===== src/rtl/b64lw_pkg.sv =====
package b64lw_pkg;

   // Register reset value and queue sizing.
   localparam logic [7:0] LINE_WIDTH_RESET = 8'd72;
   localparam int unsigned QUEUE_DEPTH = 2;

   // Fixed characters of the output stream.
   localparam logic [7:0] CHAR_LF = 8'd10;
   localparam logic [7:0] CHAR_PAD = 8'd61;

   // Characters a group gives before an optional line feed.
   localparam logic [8:0] GROUP_CHARS = 9'd4;

   // Number of bytes held in the partial group.
   typedef enum logic [1:0] {
      PH_EMPTY,
      PH_ONE,
      PH_TWO
   } phase_type;

   // Index of the character being sent within one job.
   typedef enum logic [2:0] {
      CI_SYM0,
      CI_SYM1,
      CI_SYM2,
      CI_SYM3,
      CI_LF
   } char_idx_type;

   // One unit of work for the back end: four characters and an optional line feed.
   typedef struct packed {
      logic [23:0] bits;
      logic [1:0]  pad_count;
      logic        line_feed;
      logic        last;
   } job_type;

   // Maps a six-bit code to its standard base64 alphabet character.
   function automatic logic [7:0] b64_char(input logic [5:0] code);
      logic [7:0] wide;
      logic [7:0] result;
      wide = {2'b00, code};
      case (code) inside
         [6'd0:6'd25]:  result = wide + 8'd65;
         [6'd26:6'd51]: result = wide + 8'd71;
         [6'd52:6'd61]: result = wide - 8'd4;
         6'd62:         result = 8'd43;
         default:       result = 8'd47;
      endcase
      return result;
   endfunction

endpackage


===== src/rtl/b64lw_if.sv =====
// Byte channel into the encoder.
interface b64lw_req_if;
   logic       valid;
   logic       ready;
   logic [7:0] data_byte;
   logic       last_byte;

   modport source(output valid, output data_byte, output last_byte, input ready);
   modport sink(input valid, input data_byte, input last_byte, output ready);
endinterface

// Character channel out of the encoder.
interface b64lw_rsp_if;
   logic       valid;
   logic       ready;
   logic [7:0] out_char;
   logic       last_char;

   modport source(output valid, output out_char, output last_char, input ready);
   modport sink(input valid, input out_char, input last_char, output ready);
endinterface


===== src/rtl/base64_line_wrapped_encoder.sv =====
// Base64 encoder with line wrapping: bytes enter on req_bus, one per beat, with last_byte on the
// final byte of a message, and standard base64 characters leave on rsp_bus, one per beat. Every
// three bytes give four characters, and a line feed follows a group once the column count reaches
// line_width (written through csr_wr_en/csr_wr_data, reset 72). The last byte flushes a partial
// group padded with '=' and a closing line feed when the line is open; last_char marks the final
// character of that byte. The front end takes a byte every cycle while its job queue has room; the
// back end sends one character per cycle while the receiver is ready. The first character of a
// group goes out through the job queue and then the output register.
module base64_line_wrapped_encoder #(
   parameter int unsigned QUEUE_DEPTH = b64lw_pkg::QUEUE_DEPTH
) (
   input  logic        clock,
   input  logic        reset,
   input  logic        csr_wr_en,
   input  logic [7:0]  csr_wr_data,
   b64lw_req_if.sink   req_bus,
   b64lw_rsp_if.source rsp_bus
);

   logic [7:0]          line_width_ff;
   logic                push;
   logic                pop;
   logic                full;
   logic                head_valid;
   b64lw_pkg::job_type  push_job;
   b64lw_pkg::job_type  head_job;

   // Line width register.
   always_ff @(posedge clock) begin
      if (reset) begin
         line_width_ff <= b64lw_pkg::LINE_WIDTH_RESET;
      end else if (csr_wr_en) begin
         line_width_ff <= csr_wr_data;
      end
   end

   b64lw_front u_front (
      .clock      (clock),
      .reset      (reset),
      .line_width (line_width_ff),
      .req        (req_bus),
      .queue_full (full),
      .push       (push),
      .push_job   (push_job)
   );

   b64lw_queue #(
      .DEPTH (QUEUE_DEPTH)
   ) u_queue (
      .clock      (clock),
      .reset      (reset),
      .push       (push),
      .push_job   (push_job),
      .full       (full),
      .pop        (pop),
      .head_valid (head_valid),
      .head_job   (head_job)
   );

   b64lw_back u_back (
      .clock      (clock),
      .reset      (reset),
      .head_valid (head_valid),
      .head_job   (head_job),
      .pop        (pop),
      .rsp        (rsp_bus)
   );

endmodule


===== src/rtl/b64lw_front.sv =====
// Gathers bytes into groups, tracks the line column and issues jobs.
module b64lw_front (
   input  logic                 clock,
   input  logic                 reset,
   input  logic [7:0]           line_width,
   b64lw_req_if.sink            req,
   input  logic                 queue_full,
   output logic                 push,
   output b64lw_pkg::job_type   push_job
);

   b64lw_pkg::phase_type phase_ff, phase_in;
   logic [15:0] held_ff, held_in;
   logic [7:0]  column_ff, column_in;
   logic        accept;
   logic [8:0]  sum;
   logic        wrap;

   assign req.ready = !queue_full;
   assign accept = req.valid && !queue_full;

   // Column after a full group and whether the line ends there.
   assign sum = {1'b0, column_ff} + b64lw_pkg::GROUP_CHARS;
   assign wrap = sum >= {1'b0, line_width};

   // Next phase, held bytes and column.
   always_comb begin
      phase_in = phase_ff;
      held_in = held_ff;
      column_in = column_ff;
      if (accept) begin
         case (phase_ff)
            b64lw_pkg::PH_EMPTY: begin
               held_in = {req.data_byte, 8'h00};
               phase_in = b64lw_pkg::PH_ONE;
            end
            b64lw_pkg::PH_ONE: begin
               held_in = {held_ff[15:8], req.data_byte};
               phase_in = b64lw_pkg::PH_TWO;
            end
            default: begin
               held_in = 16'h0000;
               phase_in = b64lw_pkg::PH_EMPTY;
               column_in = wrap ? 8'h00 : sum[7:0];
            end
         endcase
         if (req.last_byte) begin
            held_in = 16'h0000;
            phase_in = b64lw_pkg::PH_EMPTY;
            column_in = 8'h00;
         end
      end
   end

   // Job for the back end: a full group, or the padded tail at message end.
   always_comb begin
      push_job.last = req.last_byte;
      case (phase_ff)
         b64lw_pkg::PH_EMPTY: begin
            push_job.bits = {req.data_byte, 16'h0000};
            push_job.pad_count = 2'd2;
            push_job.line_feed = column_ff != 8'h00;
         end
         b64lw_pkg::PH_ONE: begin
            push_job.bits = {held_ff[15:8], req.data_byte, 8'h00};
            push_job.pad_count = 2'd1;
            push_job.line_feed = column_ff != 8'h00;
         end
         default: begin
            // The column after a group that does not wrap is never zero.
            push_job.bits = {held_ff, req.data_byte};
            push_job.pad_count = 2'd0;
            push_job.line_feed = wrap || req.last_byte;
         end
      endcase
      push = accept && (req.last_byte || phase_ff == b64lw_pkg::PH_TWO);
   end

   always_ff @(posedge clock) begin
      if (reset) begin
         phase_ff <= b64lw_pkg::PH_EMPTY;
         held_ff <= 16'h0000;
         column_ff <= 8'h00;
      end else begin
         phase_ff <= phase_in;
         held_ff <= held_in;
         column_ff <= column_in;
      end
   end

endmodule


===== src/rtl/b64lw_queue.sv =====
// Small job queue between the front and back ends.
module b64lw_queue #(
   parameter int unsigned DEPTH = b64lw_pkg::QUEUE_DEPTH
) (
   input  logic                 clock,
   input  logic                 reset,
   input  logic                 push,
   input  b64lw_pkg::job_type   push_job,
   output logic                 full,
   input  logic                 pop,
   output logic                 head_valid,
   output b64lw_pkg::job_type   head_job
);

   localparam int unsigned PtrWidth = (DEPTH > 1) ? $clog2(DEPTH) : 1;
   localparam int unsigned CountWidth = $clog2(DEPTH + 1);
   localparam logic [PtrWidth-1:0] LastSlot = PtrWidth'(DEPTH - 1);
   localparam logic [CountWidth-1:0] FullCount = CountWidth'(DEPTH);

   b64lw_pkg::job_type slot_ff [DEPTH];
   logic [PtrWidth-1:0]   wr_ptr_ff, wr_ptr_in;
   logic [PtrWidth-1:0]   rd_ptr_ff, rd_ptr_in;
   logic [CountWidth-1:0] count_ff, count_in;

   assign full = count_ff == FullCount;
   assign head_valid = count_ff != '0;
   assign head_job = slot_ff[rd_ptr_ff];

   // Pointer and fill count updates.
   always_comb begin
      wr_ptr_in = wr_ptr_ff;
      rd_ptr_in = rd_ptr_ff;
      count_in = count_ff;
      if (push) begin
         wr_ptr_in = (wr_ptr_ff == LastSlot) ? '0 : wr_ptr_ff + 1'b1;
      end
      if (pop) begin
         rd_ptr_in = (rd_ptr_ff == LastSlot) ? '0 : rd_ptr_ff + 1'b1;
      end
      if (push && !pop) begin
         count_in = count_ff + 1'b1;
      end else if (pop && !push) begin
         count_in = count_ff - 1'b1;
      end
   end

   always_ff @(posedge clock) begin
      if (reset) begin
         wr_ptr_ff <= '0;
         rd_ptr_ff <= '0;
         count_ff <= '0;
      end else begin
         wr_ptr_ff <= wr_ptr_in;
         rd_ptr_ff <= rd_ptr_in;
         count_ff <= count_in;
      end
   end

   // Job storage.
   always_ff @(posedge clock) begin
      if (push) begin
         slot_ff[wr_ptr_ff] <= push_job;
      end
   end

endmodule


===== src/rtl/b64lw_back.sv =====
// Sends job characters, one per cycle unless stalled, through an output register.
module b64lw_back (
   input  logic                 clock,
   input  logic                 reset,
   input  logic                 head_valid,
   input  b64lw_pkg::job_type   head_job,
   output logic                 pop,
   b64lw_rsp_if.source          rsp
);

   b64lw_pkg::char_idx_type idx_ff, idx_in;
   b64lw_pkg::char_idx_type final_idx;
   logic       valid_ff, valid_in;
   logic [7:0] char_ff, char_in;
   logic       last_ff, last_in;
   logic       load;
   logic       at_end;

   assign rsp.valid = valid_ff;
   assign rsp.out_char = char_ff;
   assign rsp.last_char = last_ff;

   // The output register takes a new beat when it is empty or being drained.
   assign load = head_valid && (!valid_ff || rsp.ready);
   assign final_idx = head_job.line_feed ? b64lw_pkg::CI_LF : b64lw_pkg::CI_SYM3;
   assign at_end = idx_ff == final_idx;
   assign pop = load && at_end;

   // Character selection for the current index.
   always_comb begin
      case (idx_ff)
         b64lw_pkg::CI_SYM0: char_in = b64lw_pkg::b64_char(head_job.bits[23:18]);
         b64lw_pkg::CI_SYM1: char_in = b64lw_pkg::b64_char(head_job.bits[17:12]);
         b64lw_pkg::CI_SYM2: begin
            char_in = (head_job.pad_count == 2'd2) ? b64lw_pkg::CHAR_PAD
                                                   : b64lw_pkg::b64_char(head_job.bits[11:6]);
         end
         b64lw_pkg::CI_SYM3: begin
            char_in = (head_job.pad_count != 2'd0) ? b64lw_pkg::CHAR_PAD
                                                   : b64lw_pkg::b64_char(head_job.bits[5:0]);
         end
         default: char_in = b64lw_pkg::CHAR_LF;
      endcase
      last_in = head_job.last && at_end;
   end

   // Index and valid updates.
   always_comb begin
      idx_in = idx_ff;
      valid_in = valid_ff;
      if (load) begin
         valid_in = 1'b1;
         idx_in = at_end ? b64lw_pkg::CI_SYM0 : b64lw_pkg::char_idx_type'(idx_ff + 3'd1);
      end else if (rsp.ready) begin
         valid_in = 1'b0;
      end
   end

   always_ff @(posedge clock) begin
      if (reset) begin
         idx_ff <= b64lw_pkg::CI_SYM0;
         valid_ff <= 1'b0;
      end else begin
         idx_ff <= idx_in;
         valid_ff <= valid_in;
      end
   end

   always_ff @(posedge clock) begin
      if (load) begin
         char_ff <= char_in;
         last_ff <= last_in;
      end
   end

endmodule


===== src/flat_wrapper.sv =====
// flat-port wrapper written by rule: the top's interface ports become plain ports
module base64_line_wrapped_encoder_flat 
#(
   parameter int unsigned QUEUE_DEPTH = b64lw_pkg::QUEUE_DEPTH
)
  (clock, reset, csr_wr_en, csr_wr_data, req_bus_valid, req_bus_data_byte, req_bus_last_byte, req_bus_ready, rsp_bus_valid, rsp_bus_out_char, rsp_bus_last_char, rsp_bus_ready);
  b64lw_req_if req_bus_i ();
  b64lw_rsp_if rsp_bus_i ();
  input  logic clock;
  input  logic reset;
  input  logic csr_wr_en;
  input  logic [7:0] csr_wr_data;
  input wire logic [$bits(req_bus_i.valid)-1:0] req_bus_valid;
  input wire logic [$bits(req_bus_i.data_byte)-1:0] req_bus_data_byte;
  input wire logic [$bits(req_bus_i.last_byte)-1:0] req_bus_last_byte;
  output wire logic [$bits(req_bus_i.ready)-1:0] req_bus_ready;
  output wire logic [$bits(rsp_bus_i.valid)-1:0] rsp_bus_valid;
  output wire logic [$bits(rsp_bus_i.out_char)-1:0] rsp_bus_out_char;
  output wire logic [$bits(rsp_bus_i.last_char)-1:0] rsp_bus_last_char;
  input wire logic [$bits(rsp_bus_i.ready)-1:0] rsp_bus_ready;
  assign req_bus_i.valid = req_bus_valid;
  assign req_bus_i.data_byte = req_bus_data_byte;
  assign req_bus_i.last_byte = req_bus_last_byte;
  assign req_bus_ready = req_bus_i.ready;
  assign rsp_bus_valid = rsp_bus_i.valid;
  assign rsp_bus_out_char = rsp_bus_i.out_char;
  assign rsp_bus_last_char = rsp_bus_i.last_char;
  assign rsp_bus_i.ready = rsp_bus_ready;
  base64_line_wrapped_encoder #(.QUEUE_DEPTH(QUEUE_DEPTH)) u_core (.clock(clock), .reset(reset), .csr_wr_en(csr_wr_en), .csr_wr_data(csr_wr_data), .req_bus(req_bus_i), .rsp_bus(rsp_bus_i));
endmodule

===== config.mk =====
export PLATFORM = sky130hd
export DESIGN_NAME = base64_line_wrapped_encoder_flat
export DESIGN_NICKNAME = d
export VERILOG_FILES = /design/src/rtl/b64lw_pkg.sv /design/src/rtl/b64lw_if.sv /design/src/rtl/base64_line_wrapped_encoder.sv /design/src/rtl/b64lw_front.sv /design/src/rtl/b64lw_queue.sv /design/src/rtl/b64lw_back.sv /design/src/flat_wrapper.sv
export SDC_FILE = /design/constraint.sdc
export NUM_CORES = 1
export LEC_CHECK = 0
export BUFFER_PORTS_ARGS = -buffer_cell sky130_fd_sc_hd__buf_2
export CORE_UTILIZATION = 61
export CTS_CLUSTER_DIAMETER = 60
export DETAILED_ROUTE_END_ITERATION = 10
export GPL_TIMING_DRIVEN = 0
export PLACE_DENSITY_LB_ADDON = 0.1
export SLEW_MARGIN = 10
export SYNTH_ARGS = -nofsm -noshare
export SYNTH_HDL_FRONTEND = slang
export SYNTH_HIERARCHICAL = 1
export SYNTH_SLANG_ARGS = --single-unit

===== constraint.sdc =====
create_clock -name clock -period 3.61 [get_ports clock]
set_clock_uncertainty 0.2 [all_clocks]
set_input_delay 0.1805 -clock clock [delete_from_list [all_inputs] [get_ports clock]]
set_output_delay 0.1805 -clock clock [all_outputs]
set_load 0.02 [all_outputs]

# Word-level counts from Yosys, hierarchy flattened

Memory sizes are Yosys's and may differ from the RTL's. A register that Yosys moved wholly into a read port is not among the register bits.
Index checks and enable logic that the tools add are counted.

Bits in registers: 51
Latch bits: 0
Memory bits (writable): 56
ROM bits: 0
Input bits: 22
Output and inout port bits: 11
Logic and storage cells: 145
Memories: 1

Memories:

| memory                 | depth | bits a word | rd ports | clocked after Yosys merged registers in | write ports | RTL line          | text |
|---|---|---|---|---|---|---|---|
| u_core.u_queue.slot_ff | 2     | 28          | 1        | 1                                       | 1           | b64lw_queue.sv:20 | `b64lw_pkg::job_type slot_ff [DEPTH];` |

Add/subtract/negate cells: 18
Multipliers: 0
Divide/modulo/power cells: 0
Magnitude comparators: 25
Equal/unequal tests: 14
Shifts and indexed selects: 0
Mux-type cells: 39
Bitwise logic cells: 0
Reductions and logical operators: 36

Operators with widths:

| operator              | count |
|---|---|
| $mux W8               | 17 |
| $add A6 B7 Y8 const B | 8 |
| $pmux W27 S2          | 1 |
| $le A6 B6 Y1 const B  | 8 |
| $pmux W16 S2          | 1 |
| $pmux W8 S4           | 1 |
| $sub A6 B3 Y7 const B | 4 |
| $eq A6 B6 Y1 const B  | 4 |
| $ge A6 B1 Y1 const B  | 4 |
| $ge A6 B5 Y1 const B  | 4 |
| $ge A6 B6 Y1 const B  | 4 |
| $le A6 B5 Y1 const B  | 4 |
| $logic_and A1 B1 Y1   | 19 |
| $mux W3               | 6 |
| $mux W16              | 1 |
| $add A8 B3 Y9 const B | 1 |
| $ge A9 B8 Y1          | 1 |
| $mux W1               | 8 |
| $reduce_bool A2 Y1    | 4 |
| $reduce_bool A8 Y1    | 1 |
| $eq A2 B2 Y1 const B  | 3 |
| $eq A3 B2 Y1 const B  | 2 |
| $mux W2               | 3 |
| $logic_not A1 Y1      | 4 |
| 15 further kinds      | 19 |

# Longest topological paths before layout

Depth in word-level cells: 8
Depth in mapped cells: 13
Mapped depth without buffers: 9

# Cells and area by module

Netlist, hierarchy kept.

Modules (own cells, without submodules):

| module                      | instances | cells each | area an instance (um2) | seq. area each (um2) |
|---|---|---|---|---|
| b64lw_back                  | 1         | 371        | 2,788.9                | 350.3 |
| b64lw_queue                 | 1         | 109        | 2,234.6                | 1,781.7 |
| b64lw_front                 | 1         | 163        | 1,448.9                | 480.5 |
| base64_line_wrapped_encoder | 1         | 26         | 292.8                  | 160.2 |

# Worst setup path after synthesis

Ideal clock, no wire load.

Kind: reg-to-reg
From: reg (tool-made name)
To: reg u_core.u_back.char_ff[2], in the netlist u_core/u_back/rsp.out_char[2], data pin
Library setup time: 0.278 ns
Arrival: 2.786 ns
Required time: 3.132 ns
Slack: 0.346 ns
Cell stages (with the launch flop): 14
Path buffers: 4
Period minus slack after synthesis: 3.264 ns
Cell sequence: dfxtp_1 > buf_2 > buf_6 > mux2_2 > clkbuf_1 > inv_1 > ha_1 > nor2b_1 > o211a_1 > or2_1 > clkbuf_1 > and3_1 > o41ai_1 > o211ai_2

RTL lines:

| element                | RTL line         | text |
|---|---|---|
| end signal: assignment | b64lw_back.sv:71 | `char_ff <= char_in;` |
| end: declaration       | b64lw_back.sv:14 | `logic [7:0] char_ff, char_in;` |

==> flow_summary.yaml <==
clock_tree:
  cts_buffer_depth: 2
  cts_sinks: 106
  h-tree-depth: 3
  cts-root-buf: "clkbuf_8"
  cts_tree: "yes"
  path_clk_slew_ns: 0.11
  numCtsBuffers: 9
  clock_latency_ns: 0.38
  cts_setup_buffers: 0
global_route:
  grt-busiest-layer: "met2"
  antenna_found_initial: 0
  grt_pass1_wl_um: 25000
  grt_use_met2: 0.463
  use_met3: 0.0424
  grt_usage: 0.281
  grt_max_degree: 29
  gr-total-overflow: 0
  use_met1: 0.370
  grt_pass1_vias: 5164
layout:
  drive_gt1_frac: 0.171
  area_growth_pct: 12.7
  fillerInstances: 833
  final_nets: 809
  stdcell_area_um2: 7620
  n_antenna_cell: 0
logic_synthesis:
  ys_types: 87
  ys.flop_type: "edfxtp_1"
  syn_inst: 669
  ys_ff_latch: 106
  synth.avg_cell_area_um2: 10.1
  netlist_area_um2: 6770
  synthArstFlopShare: 0
  syn_nets: 741
  yosysSeqAreaShare: 0.410
  synth_edf_count: 65
  synth_warnings: 6
floorplanning:
  dieHeight_um: 107
  placementRows: 38
  start_util: 0.624
  pin_count: 33
  core_area_um2: 10800
  die_x_um: 107
  die_area_um2: 11500
routing:
  first_pass_iters: 5
  drcViolationCount: 0
  routed_via_density: 6.21
  antenna_left: 0
  routed_wl_um: 15700
  routedWlPerCell_um: 17.8
  dr_total_vias: 5477
  drtIter0Drc: 432
sta:
  drv_slew: 0
  max_slew_margin: 0.436
  timing.fmax_mhz: 287
  setup_violations: 0
  tightest_slew_ns: 0.844
  worst_slack_ns: 0.120
  finalCritPeriodShare: 0.967
  hold_viol: 0
  rsz0062_at_grt: "no"
  min_period_ns: 3.49
setup_path:
  required_ns: 3.52
  arrival_ns: 3.40
  end_kind: "register"
  r2r_slack_ns: 0.12
  crit_type: "register to register"
  worstSetupStartpointType: "register"
  critPathMaxFanout: 10
place:
  place_area_um2: 7100
  place.port_buffers: 31
  dp_hpwl_um: 11200
  post-place-ws_ns: -0.208
  gp_congestion: 0.898
pwr:
  power.leakage_nw: 2.94
  p_per_area_nw_per_um2: 450
  irDropWorstVdd_mv: 0.280
outcome:
  status: "complete, no violations"
min_path:
  hold_path.class: "input port to register"
run:
  drv_cap: 0
state kept, by name, indices dropped and copies added, names as in the netlist, named ones only:
register,flops
u_core/u_back/rsp.last_char,1
u_core/u_front/held_ff,16
u_core/line_width_ff,8
u_core/u_queue/slot_ff,56
u_core/u_back/rsp.valid,1
u_core/u_queue/wr_ptr_ff,1
u_core/u_queue/rd_ptr_ff,1
u_core/u_back/idx_ff,3
u_core/u_queue/count_ff,2
u_core/u_front/column_ff,6
u_core/u_back/rsp.out_char,8
u_core/u_front/phase_ff,2
cell usage in the layout, fill, tap and decap left out, drive strengths merged, types with 27 or more instances in the layout:
master	Yosys	layout
clkbuf	19	27
dlygate4sd3	0	27
ha	50	50
nand2	53	53
nor2	49	49
buf	11	42
dfxtp	41	41
inv	36	39
edfxtp	65	65
a21oi	27	27
mux2	36	36
cells in the mapped netlist, drive strengths merged, types with 6 or more instances:
library cell | count | area (µm²)
nor3 | 20 | 111
xnor2 | 18 | 158
o211ai | 6 | 50.1
nand2 | 53 | 199
buf | 11 | 85.1
dfxtp | 41 | 821
nor2 | 49 | 203
nand4 | 7 | 43.8
edfxtp | 65 | 1950
nor2b | 14 | 92.6
a21oi | 27 | 139
and2 | 18 | 113
mux2i | 10 | 100
o21ai | 18 | 93.8
a22o | 17 | 149
a22oi | 12 | 90.1
xor2 | 10 | 95.1
or2 | 6 | 37.5
a31oi | 8 | 50.1
or4b | 6 | 63.8
mux2 | 36 | 405
or3 | 7 | 43.8
nand3 | 20 | 105
inv | 36 | 135
clkbuf | 19 | 71.3
ha | 50 | 626
critical path, stage by stage (launching register included):
cell	delay, ns
dfxtp_1	0.32
buf_4	0.20
buf_6	0.19
mux2_2	0.45
or4b_4	0.56
a221oi_4	0.38
mux2i_1	0.32
a2111oi_2	0.13
a2111oi_2	0.32
o211ai_2	0.14
worst paths after layout:
| path | endpoint | start | cells after the start |
|---|---|---|---|
| max | u_core/u_back/rsp.out_char[2] | register | 9 |
| min | u_core/u_front/column_ff[7] | req_bus_valid | 5 |
| max reg2reg | u_core/u_back/rsp.out_char[2] | register | 9 |
| min reg2reg | u_core/u_front/held_ff[11] | u_core/u_front/held_ff[11] | 1 |
layout make-up:
class,instances,area [µm²],share of cell area
flip-flops and latches,106,2770,0.364
clock inverters,7,85.1,0.0112
plain buffers,29,155,0.0204
inverters,36,135,0.0177
multi-input cells,497,3750,0.492
well taps,140,175,0.0230
clock buffers,9,124,0.0163
repair buffers,58,425,0.0558
layer usage:
layer,routed length [µm],share of wire
met5,0,0
met4,392,0.025
met3,823,0.052
met2,7530,0.48
met1,6980,0.44
power breakdown:
part           switching [mW]  internal (mW)
Combinational           0.729          0.456
Sequential             0.0430           1.43
Clock                   0.434          0.335
Total                    1.21           2.22
cell families after synthesis:
logic type	after synthesis	share of synthesized area
buffers and inverters	66	0.0431
XOR/XNOR	28	0.0374
AO/OA/AOI/OAI	149	0.167
AND/OR/NAND/NOR	224	0.176
multiplexers	46	0.0747
adder cells (fa/ha/maj)	50	0.0925
flip-flops	106	0.410
timing repair:
item,4_1_cts,5_1_grt
gates resized for setup,3,6
endpoints found under the setup margin,5,6
hold endpoints to repair,43,0
hold buffers,27,0
metrics by stage:
step / instances / hold slack [ns] / util / setup TNS (ns) / total power [mW]
after floorplan: 669 / 0.0496 / - / 0 / 2.33
after detailed placement: 840 / 0.206 / 0.655 / -0.628 / 2.62
after global placement: 840 / 0.189 / 0.655 / -15.04 / 2.59
after global routing: 882 / 0.0521 / 0.703 / 0 / 3.61
final: 882 / 0.0514 / 0.703 / 0 / 3.43
after CTS: 882 / 0.0309 / 0.700 / 0 / 3.42
(Power assumes the default switching activity.)
